## config.mk

```make
export PLATFORM = sky130hd
export DESIGN_NAME = mts_walk
export DESIGN_NICKNAME = d
export VERILOG_FILES = /design/src/hw/rtl/mts_pkg.sv /design/src/hw/rtl/mts_walk.sv
export VERILOG_INCLUDE_DIRS = /design/src /design/src/hw/rtl
export SDC_FILE = /design/constraint.sdc
export NUM_CORES = 1
export LEC_CHECK = 0
export BUFFER_PORTS_ARGS = -buffer_cell sky130_fd_sc_hd__buf_4
export CORE_AREA = 2 2 88 175
export DETAILED_ROUTE_END_ITERATION = 10
export DIE_AREA = 0 0 90 177
export GPL_ROUTABILITY_DRIVEN = 1
export PLACE_DENSITY = 0.85
export SYNTH_ARGS = -nofsm -noshare
export SYNTH_HDL_FRONTEND = slang
export SYNTH_SLANG_ARGS = --single-unit
```

## constraint.sdc

```tcl
create_clock -name clk -period 9.5 [get_ports clk]
set_clock_uncertainty 0.05 [all_clocks]
set_input_delay 0.475 -clock clk [delete_from_list [all_inputs] [get_ports clk]]
set_output_delay 0.475 -clock clk [all_outputs]
set_load 0.03 [all_outputs]
```

## src/hw/rtl/median_of_two_sorted_lists_defines.svh

```systemverilog
// Assertion macros shared by the median block RTL.
`ifndef MEDIAN_OF_TWO_SORTED_LISTS_DEFINES_SVH
`define MEDIAN_OF_TWO_SORTED_LISTS_DEFINES_SVH

// Same-cycle implication, checked outside reset.
`define MTS_ASSERT_IMPLY(label, clk, rst_n, lhs, rhs) \
    label: assert property (@(posedge clk) disable iff (!rst_n) (lhs) |-> (rhs)) \
        else $error("implication check failed");

// Next-cycle implication, checked outside reset.
`define MTS_ASSERT_NEXT(label, clk, rst_n, lhs, rhs) \
    label: assert property (@(posedge clk) disable iff (!rst_n) (lhs) |=> (rhs)) \
        else $error("next-cycle check failed");

`endif

```

## src/hw/rtl/mts_pkg.sv

```systemverilog
// Types and constants for the median block.
package mts_pkg;

    localparam int CMD_W    = 2;
    localparam int VALUE_W  = 32;
    localparam int MEDIAN_W = 33;

    localparam logic [CMD_W-1:0] CMD_FIRST  = 2'd0;
    localparam logic [CMD_W-1:0] CMD_SECOND = 2'd1;
    localparam logic [CMD_W-1:0] CMD_MEDIAN = 2'd2;

    typedef struct packed {
        logic busy;
        logic done;
    } walk_stat_t;

endpackage

```

## src/hw/rtl/mts_walk.sv

```systemverilog
// Merge walker: steps through both list memories and sums the middle items.
module mts_walk #(
    parameter int LIST_DEPTH = 1024,
    localparam int CW = $clog2(LIST_DEPTH + 1),
    localparam int AW = $clog2(LIST_DEPTH),
    localparam int TW = CW + 1
) (
    input  logic                          clk,
    input  logic                          rst_n,
    input  logic                          start,
    input  logic [CW-1:0]                 n1,
    input  logic [CW-1:0]                 n2,
    input  logic [mts_pkg::VALUE_W-1:0]   rd1,
    input  logic [mts_pkg::VALUE_W-1:0]   rd2,
    output logic [AW-1:0]                 addr1,
    output logic [AW-1:0]                 addr2,
    output mts_pkg::walk_stat_t           stat,
    output logic [mts_pkg::MEDIAN_W-1:0]  sum
);

    import mts_pkg::*;

    `include "median_of_two_sorted_lists_defines.svh"

    logic                busy_reg;
    logic [CW-1:0]       i_reg;
    logic [CW-1:0]       j_reg;
    logic [CW-1:0]       i_next;
    logic [CW-1:0]       j_next;
    logic [CW-1:0]       n1_reg;
    logic [CW-1:0]       n2_reg;
    logic [TW-1:0]       k_reg;
    logic [TW-1:0]       lo_reg;
    logic [TW-1:0]       hi_reg;
    logic [TW-1:0]       total;
    logic [MEDIAN_W-1:0] sum_reg;
    logic [MEDIAN_W-1:0] sum_next;
    logic [MEDIAN_W-1:0] pick;
    logic [MEDIAN_W-1:0] addend;
    logic                take_first;
    logic                at_lo;
    logic                at_hi;

    assign total = TW'(n1) + TW'(n2);

    assign take_first = (j_reg >= n2_reg)
                     || ((i_reg < n1_reg) && ($signed(rd1) <= $signed(rd2)));
    assign pick = take_first ? {rd1[VALUE_W-1], rd1} : {rd2[VALUE_W-1], rd2};
    assign at_lo = (k_reg == lo_reg);
    assign at_hi = (k_reg == hi_reg);

    always_comb
    begin
        if (at_lo && at_hi)
        begin
            addend = {pick[MEDIAN_W-2:0], 1'b0};
        end
        else if (at_lo || at_hi)
        begin
            addend = pick;
        end
        else
        begin
            addend = '0;
        end
    end

    assign sum_next = sum_reg + addend;
    assign i_next   = i_reg + CW'(take_first);
    assign j_next   = j_reg + CW'(!take_first);

    // advance the read addresses in the same cycle the pick is made
    assign addr1 = busy_reg ? i_next[AW-1:0] : '0;
    assign addr2 = busy_reg ? j_next[AW-1:0] : '0;

    assign stat.busy = busy_reg;
    assign stat.done = busy_reg && at_hi;
    assign sum       = sum_reg;

    always_ff @(posedge clk or negedge rst_n)
    begin
        if (!rst_n)
        begin
            busy_reg <= 1'b0;
        end
        else if (start)
        begin
            busy_reg <= 1'b1;
        end
        else if (busy_reg && at_hi)
        begin
            busy_reg <= 1'b0;
        end
    end

    always_ff @(posedge clk)
    begin
        if (start)
        begin
            i_reg   <= '0;
            j_reg   <= '0;
            k_reg   <= '0;
            n1_reg  <= n1;
            n2_reg  <= n2;
            lo_reg  <= TW'(total - TW'(1)) >> 1;
            hi_reg  <= total >> 1;
            sum_reg <= '0;
        end
        else if (busy_reg)
        begin
            i_reg   <= i_next;
            j_reg   <= j_next;
            k_reg   <= k_reg + TW'(1);
            sum_reg <= sum_next;
        end
    end

    `MTS_ASSERT_IMPLY(a_walk_index_sum, clk, rst_n, busy_reg, (TW'(i_reg) + TW'(j_reg)) == k_reg)
    `MTS_ASSERT_NEXT(a_walk_done_idle, clk, rst_n, stat.done && !start, !busy_reg)

endmodule

```

==> impl_metrics.ini, run 1 <==
[grt]
overflow = 0
globalRouteMet3Util_pct = 2.98
grt_max_degree = 73
grt_pass1_vias = 7451
gr-usage-met1_pct = 29.6
met2_usage_pct = 49.3
grt.busiest_layer = met2
grt_pass1_wl_microns = 34100
antenna_found_initial = 0
grtUsageTotal_pct = 26.1

[clock_tree]
numCtsBuffers = 9
cts_tree = yes
cts-resized-gates = 0
path_clk_slew_ns = 0.07
cts_hold_buf = 1
cts-root-buf = clkbuf_16
cts.sinks = 112
clock_latency_ns = 0.35
post-cts-setup-buffers = 0
htreeDepth = 3
ctsLongestPathBuffers = 2

[detailed_routing]
ant_nets = 0
wire_per_inst_microns = 16.4
vias_per_cell = 5.93
drc = 0
drt_wl_total_microns = 21500
vias = 7786
initialDrtViolationCount = 319
drt_pass1_iterations = 5

[die]
die_y_microns = 177
die_w_microns = 90
die_area_sq_um = 15900
rows = 63
core_sq_um = 14700
ios = 144
initial_utilization_pct = 58.1

[run_status]
status = finished, final reports clean

[timing]
rsz0062_at_grt = false
relSlewSlack_pct = 24.3
slew_viol_final = 0
setup_slack_ns = 2.68
setup-violations-final = 0
fmax_mhz = 147
setup_tns_ns = 0
worst_pin_slew_ns = 1.13
post-route-period-util_pct = 71.8
hold_violations = 0
period_minus_slack_ns = 6.82

[layout]
final_area_sq_um = 10000
fin_nets = 1306
syn_to_final_growth_pct = 17.5
drive_gt1_share_pct = 16.1
fillCellCount = 1234
diodes = 0
final_common_cell = buf_4
largest_register_ff_count = 33
layout_common_cells = buf_4, a21oi_1, ha_1, nor2_1, xor2_1

[placement]
hpwl_microns = 16700
gp_congestion = 0.932
portBuffers = 143
placed_area_sq_um = 9710
dpl_worst_slack_ns = 2.75

[power_and_ir_drop]
powerDensity_nw_per_um2 = 119
power.total_w = 0.00119
p_leak_nw = 4.93
ir_drop_uv = 91.3

[logic_synthesis]
synth_edf_count = 44
synth_nets = 1187
synth.avg_cell_area_sq_um = 8.57
ys.warnings.count = 0
ys_async_sr_fraction_pct = 0.893
synthesis.area_sq_um = 8520
synth.distinct_cells = 63
synthFlopType = dfxtp_1
syn_inst = 994
ys_ff_latch = 112
ys_seq_area_share_pct = 31.5

[worst_setup_path]
critPathKind = flop to flop
cp-start-kind = flop
cp_max_fo = 31
required_ns = 9.74
worstPathArrival_ns = 7.06
end_kind = flop

[flow_run]
max_cap_viol_count = 0

[hold_path]
hold_class = input pin to flop
layer usage:
metal / part of all wire, % / vias up
li1: - / 3808
met1: 40 / 3668
met2: 52 / 258
met3: 4.6 / 52
met4: 3.6 / 0
met5: 0 / -
worst paths after layout:
kind | endpoint | startpoint | slack (ns) | cells after the start
max reg2reg | sum[32] | i_reg[5] | 2.68 | 21
min reg2reg | sum[20] | sum[20] | 0.48 | 2
max | sum[32] | i_reg[5] | 2.68 | 21
max in group asynchronous | busy_reg | rst_n | 8.93 | 2
min in group asynchronous | busy_reg | rst_n | 0.38 | 2
min | n2_reg[10] | n2[10] | 0.26 | 1
worst max-delay path: stages, from the launching register on:
cell	delay (ns)
dfxtp_1	0.35
ha_1	0.34
a2111o_1	0.41
a31oi_1	0.14
a21oi_1	0.08
o41ai_1	0.56
and4b_1	1.02
nor2_2	0.18
inv_2	0.46
a21oi_1	0.20
o22a_1	0.24
fa_1	0.42
nor2b_1	0.24
o31a_1	0.24
o21ai_0	0.18
a21oi_1	0.27
o21ai_0	0.15
a311oi_1	0.37
nand3_1	0.13
nand2_1	0.13
mux4_2	0.51
nand4_1	0.08
kinds of logic (layout without fill, tap and decap cells):
family | count (synthesis) | in the layout | synth area share [%]
xor gates and xnor gates | 98 | 98 | 10.1
DFF | 112 | 112 | 31.5
AOI/OAI and AO/OA | 250 | 250 | 18.1
muxes | 26 | 26 | 3.20
buffers and inverters | 107 | 231 | 4.83
adders and majority gates | 104 | 104 | 15.4
and+or+nand+nor | 297 | 297 | 16.8
metrics by stage:
stage          utilization, %  hold slack (ns)  std cells
2_1_floorplan               -            0.129        994
3_3_place_gp             66.2            0.202       1296
3_5_place_dp             66.2            0.203       1296
4_1_cts                  68.3            0.250       1313
5_1_grt                  68.3            0.255       1313
6_report                 68.3            0.256       1313
synthesized netlist by cell type (all sizes together), types with 3 or more instances:
library cell | n | area (sq um)
a211oi | 5 | 37.5
a21o | 25 | 188
a21oi | 109 | 557
a31oi | 4 | 25.0
and2 | 7 | 43.8
and3 | 11 | 73.8
buf | 10 | 45.0
clkbuf | 30 | 115
dfxtp | 67 | 1340
edfxtp | 44 | 1320
ha | 102 | 1280
inv | 67 | 251
mux2i | 25 | 250
nand2 | 54 | 203
nand2b | 6 | 37.5
nand3 | 25 | 125
nand4 | 19 | 119
nor2 | 96 | 365
nor2b | 6 | 37.5
nor3 | 37 | 185
nor4 | 9 | 62.6
o211ai | 4 | 30.0
o21a | 7 | 52.6
o21ai | 39 | 195
o21bai | 3 | 22.5
o22ai | 32 | 200
o41ai | 3 | 52.6
or2 | 5 | 31.3
or3 | 19 | 124
xnor2 | 29 | 254
xor2 | 69 | 604
cell type report:
| cell class | instances | area, sq um | area share (%) |
|---|---|---|---|
| multi-input cells | 775 | 5430 | 54.2 |
| flip-flops and latches | 112 | 2690 | 26.9 |
| clock inverters | 4 | 33.8 | 0.337 |
| well taps | 195 | 244 | 2.44 |
| inverters | 67 | 251 | 2.51 |
| repair buffers | 148 | 1110 | 11.1 |
| clock buffers | 12 | 256 | 2.56 |
where the power goes:
group	leakage [nW]	total [W]	internal, W	switching, W
clock network	0.140	0.000373	0.000196	0.000177
logic	3.81	0.000261	0.000108	0.000153
registers	0.980	0.000554	0.000535	0.0000187
No activity file was read; power rests on OpenSTA's default activity.
==> run 2, diff against run 1 <==
Settings changed: CORE_AREA 2 2 88 175 to 2 2 94 187, DIE_AREA 0 0 90 177 to 0 0 96 189, PLACE_DENSITY 0.85 to 0.79.
Clock period 9.5 ns to 5.9 ns, I/O delays scaled along.
==> impl_metrics.ini, run 2 (synthesized netlist as in run 1, its figures left out) <==
[run_status]
status = finished, final reports clean

[detailed_routing]
initialDrtViolationCount = 259
drc = 0
drt_wl_total_microns = 24100
ant_nets = 0
vias = 7987
vias_per_cell = 5.89
drt_pass1_iterations = 5
wire_per_inst_microns = 17.8

[worst_setup_path]
slowest_stage = nor4_1
critPathKind = input pin to flop
r2r_cells = 23
end_kind = flop
max_stage_delay_ns = 0.74
crit_cells = 24
critPathCapture = sum[31]
r2r-end = sum[31]
crit_start = rd2[31]
worst_path_most_repeated_cell = buf_4
reg2reg_setup_slack_ns = 0.45
r2r-start = i_reg[5]
worstPathArrival_ns = 5.72
path_cells = buf_4 -> inv_1 -> ha_1 -> nand4_1 -> nor4_1 -> o311ai_0 -> and4b_1 -> nor2_2 -> inv_2 -> buf_4 -> a21oi_1 -> o22ai_1 -> ha_1 -> a21o_1 -> a21oi_1 -> a21bo_2 -> a211oi_1 -> buf_4 -> o41ai_4 -> o21a_1 -> a311oi_1 -> a31oi_1 -> xor2_1 -> o22ai_1
cp-start-kind = input pin
required_ns = 6.09
cp_num_buf_inv = 5
cp_top_family = compound AO/OA/AOI/OAI gates
cp_max_fo = 7

[flow_run]
max_cap_viol_count = 0

[layout]
drive_gt1_share_pct = 18.3
fillCellCount = 1479
stdcell_count = 1355
syn_to_final_growth_pct = 20.5
largest_register_ff_count = 33
final_common_cell = buf_4
diodes = 0
fin_nets = 1336
seq_area_sq_um = 2690
layout_common_cells = buf_4, a21oi_1, ha_1, nor2_1, xor2_1
multi_input_area_sq_um = 5430

[die]
die_y_microns = 189
ios = 144
die_area_sq_um = 18100
initial_utilization_pct = 51.1
core_sq_um = 16700
die_w_microns = 96
rows = 67

[clock_tree]
cts.sinks = 112
cts_tree = yes
post-cts-setup-buffers = 0
ctsLongestPathBuffers = 2
cts-root-buf = clkbuf_16
clock_latency_ns = 0.36
path_clk_slew_ns = 0.08
numCtsBuffers = 9
cts-resized-gates = 0
cts_hold_buf = 1
htreeDepth = 3

[power_and_ir_drop]
p_leak_nw = 5.09
ir_drop_uv = 137
power.total_w = 0.00193
powerDensity_nw_per_um2 = 188

[timing]
slew_viol_final = 0
period_minus_slack_ns = 5.53
rsz0062_at_grt = false
fmax_mhz = 181
worst_hold_slack_ns = 0.0672
setup_tns_ns = 0
relSlewSlack_pct = 43.2
setup-violations-final = 0
hold_violations = 0
worst_pin_slew_ns = 0.853
post-route-period-util_pct = 93.8

[hold_path]
min_path_cells = 1
hold_class = input pin to flop

[grt]
grt_pass1_wl_microns = 37300
antenna_found_initial = 0
grt.busiest_layer = met2
grtUsageTotal_pct = 26.6
grt_pass1_vias = 7904
met2_usage_pct = 49.5
grt_max_degree = 73
globalRouteMet3Util_pct = 3.74
gr-usage-met1_pct = 24.9
overflow = 0

[placement]
portBuffers = 143
place_inst = 1338
hpwl_microns = 19000
gp_congestion = 0.941
## run 2: cell count changes in the layout (fill, tap and decap cells not counted), moves of 2 or more
cell	before	now
buf_4	147	175
buf_12	0	2
clkbuf_8	2	0
inv_6	3	1
inv_8	0	2
## run 2: cell type report
type / count / area share [%]
inverter: 67 / 2.45
tap: 207 / 2.52
clock buffer: 10 / 2.23
clock inverter: 6 / 0.500
timing repair buffer: 178 / 13.3
multi-input combinational: 775 / 52.8
sequential: 112 / 26.2
## run 2: through the flow
step	setup slack, ns	instance area (sq um)	utilization [%]
detailed placement	0.110	9980	59.8
global placement	0.222	9980	59.8
global route	0.00443	10300	61.6
finish	0.368	10300	61.6
CTS	0.461	10300	61.6
floorplan	1.07	8520	-
## run 2: how the worst min path moves through the flow
stage / start / to / slack (ns)
6_report: n2[9] / n2_reg[9] / 0.07
5_1_grt: n2[8] / n2_reg[8] / 0.06
4_1_cts: n2[9] / n2_reg[9] / 0.06
3_5_place_dp: rst_n / busy_reg / 0.03
3_3_place_gp: rst_n / busy_reg / 0.03
2_1_floorplan: rst_n / busy_reg / -0.05
## run 2: worst register-to-register path, delay by kind of cell, from the launching register on
family          cells  cell delay [ns]
compound gates     15             3.07
fa+ha+maj           2             0.68
buf+inv             3             0.60
flops               1             0.43
simple gates        2             0.34
xor+xnor            1             0.18
## run 2: layer usage
layer,share of wire (%),vias to the layer above
met4,8.1,0
li1,-,3868
met2,54,268
met3,4.5,110
met5,0,-
met1,33,3741
## run 2: report_power, final
| group | leakage, nW | switching (W) | internal (W) |
|---|---|---|---|
| Combinational | 3.98 | 0.000249 | 0.000184 |
| Clock | 0.133 | 0.000312 | 0.000295 |
| Sequential | 0.980 | 0.0000305 | 0.000862 |
| Total | 5.09 | 0.000591 | 0.00134 |
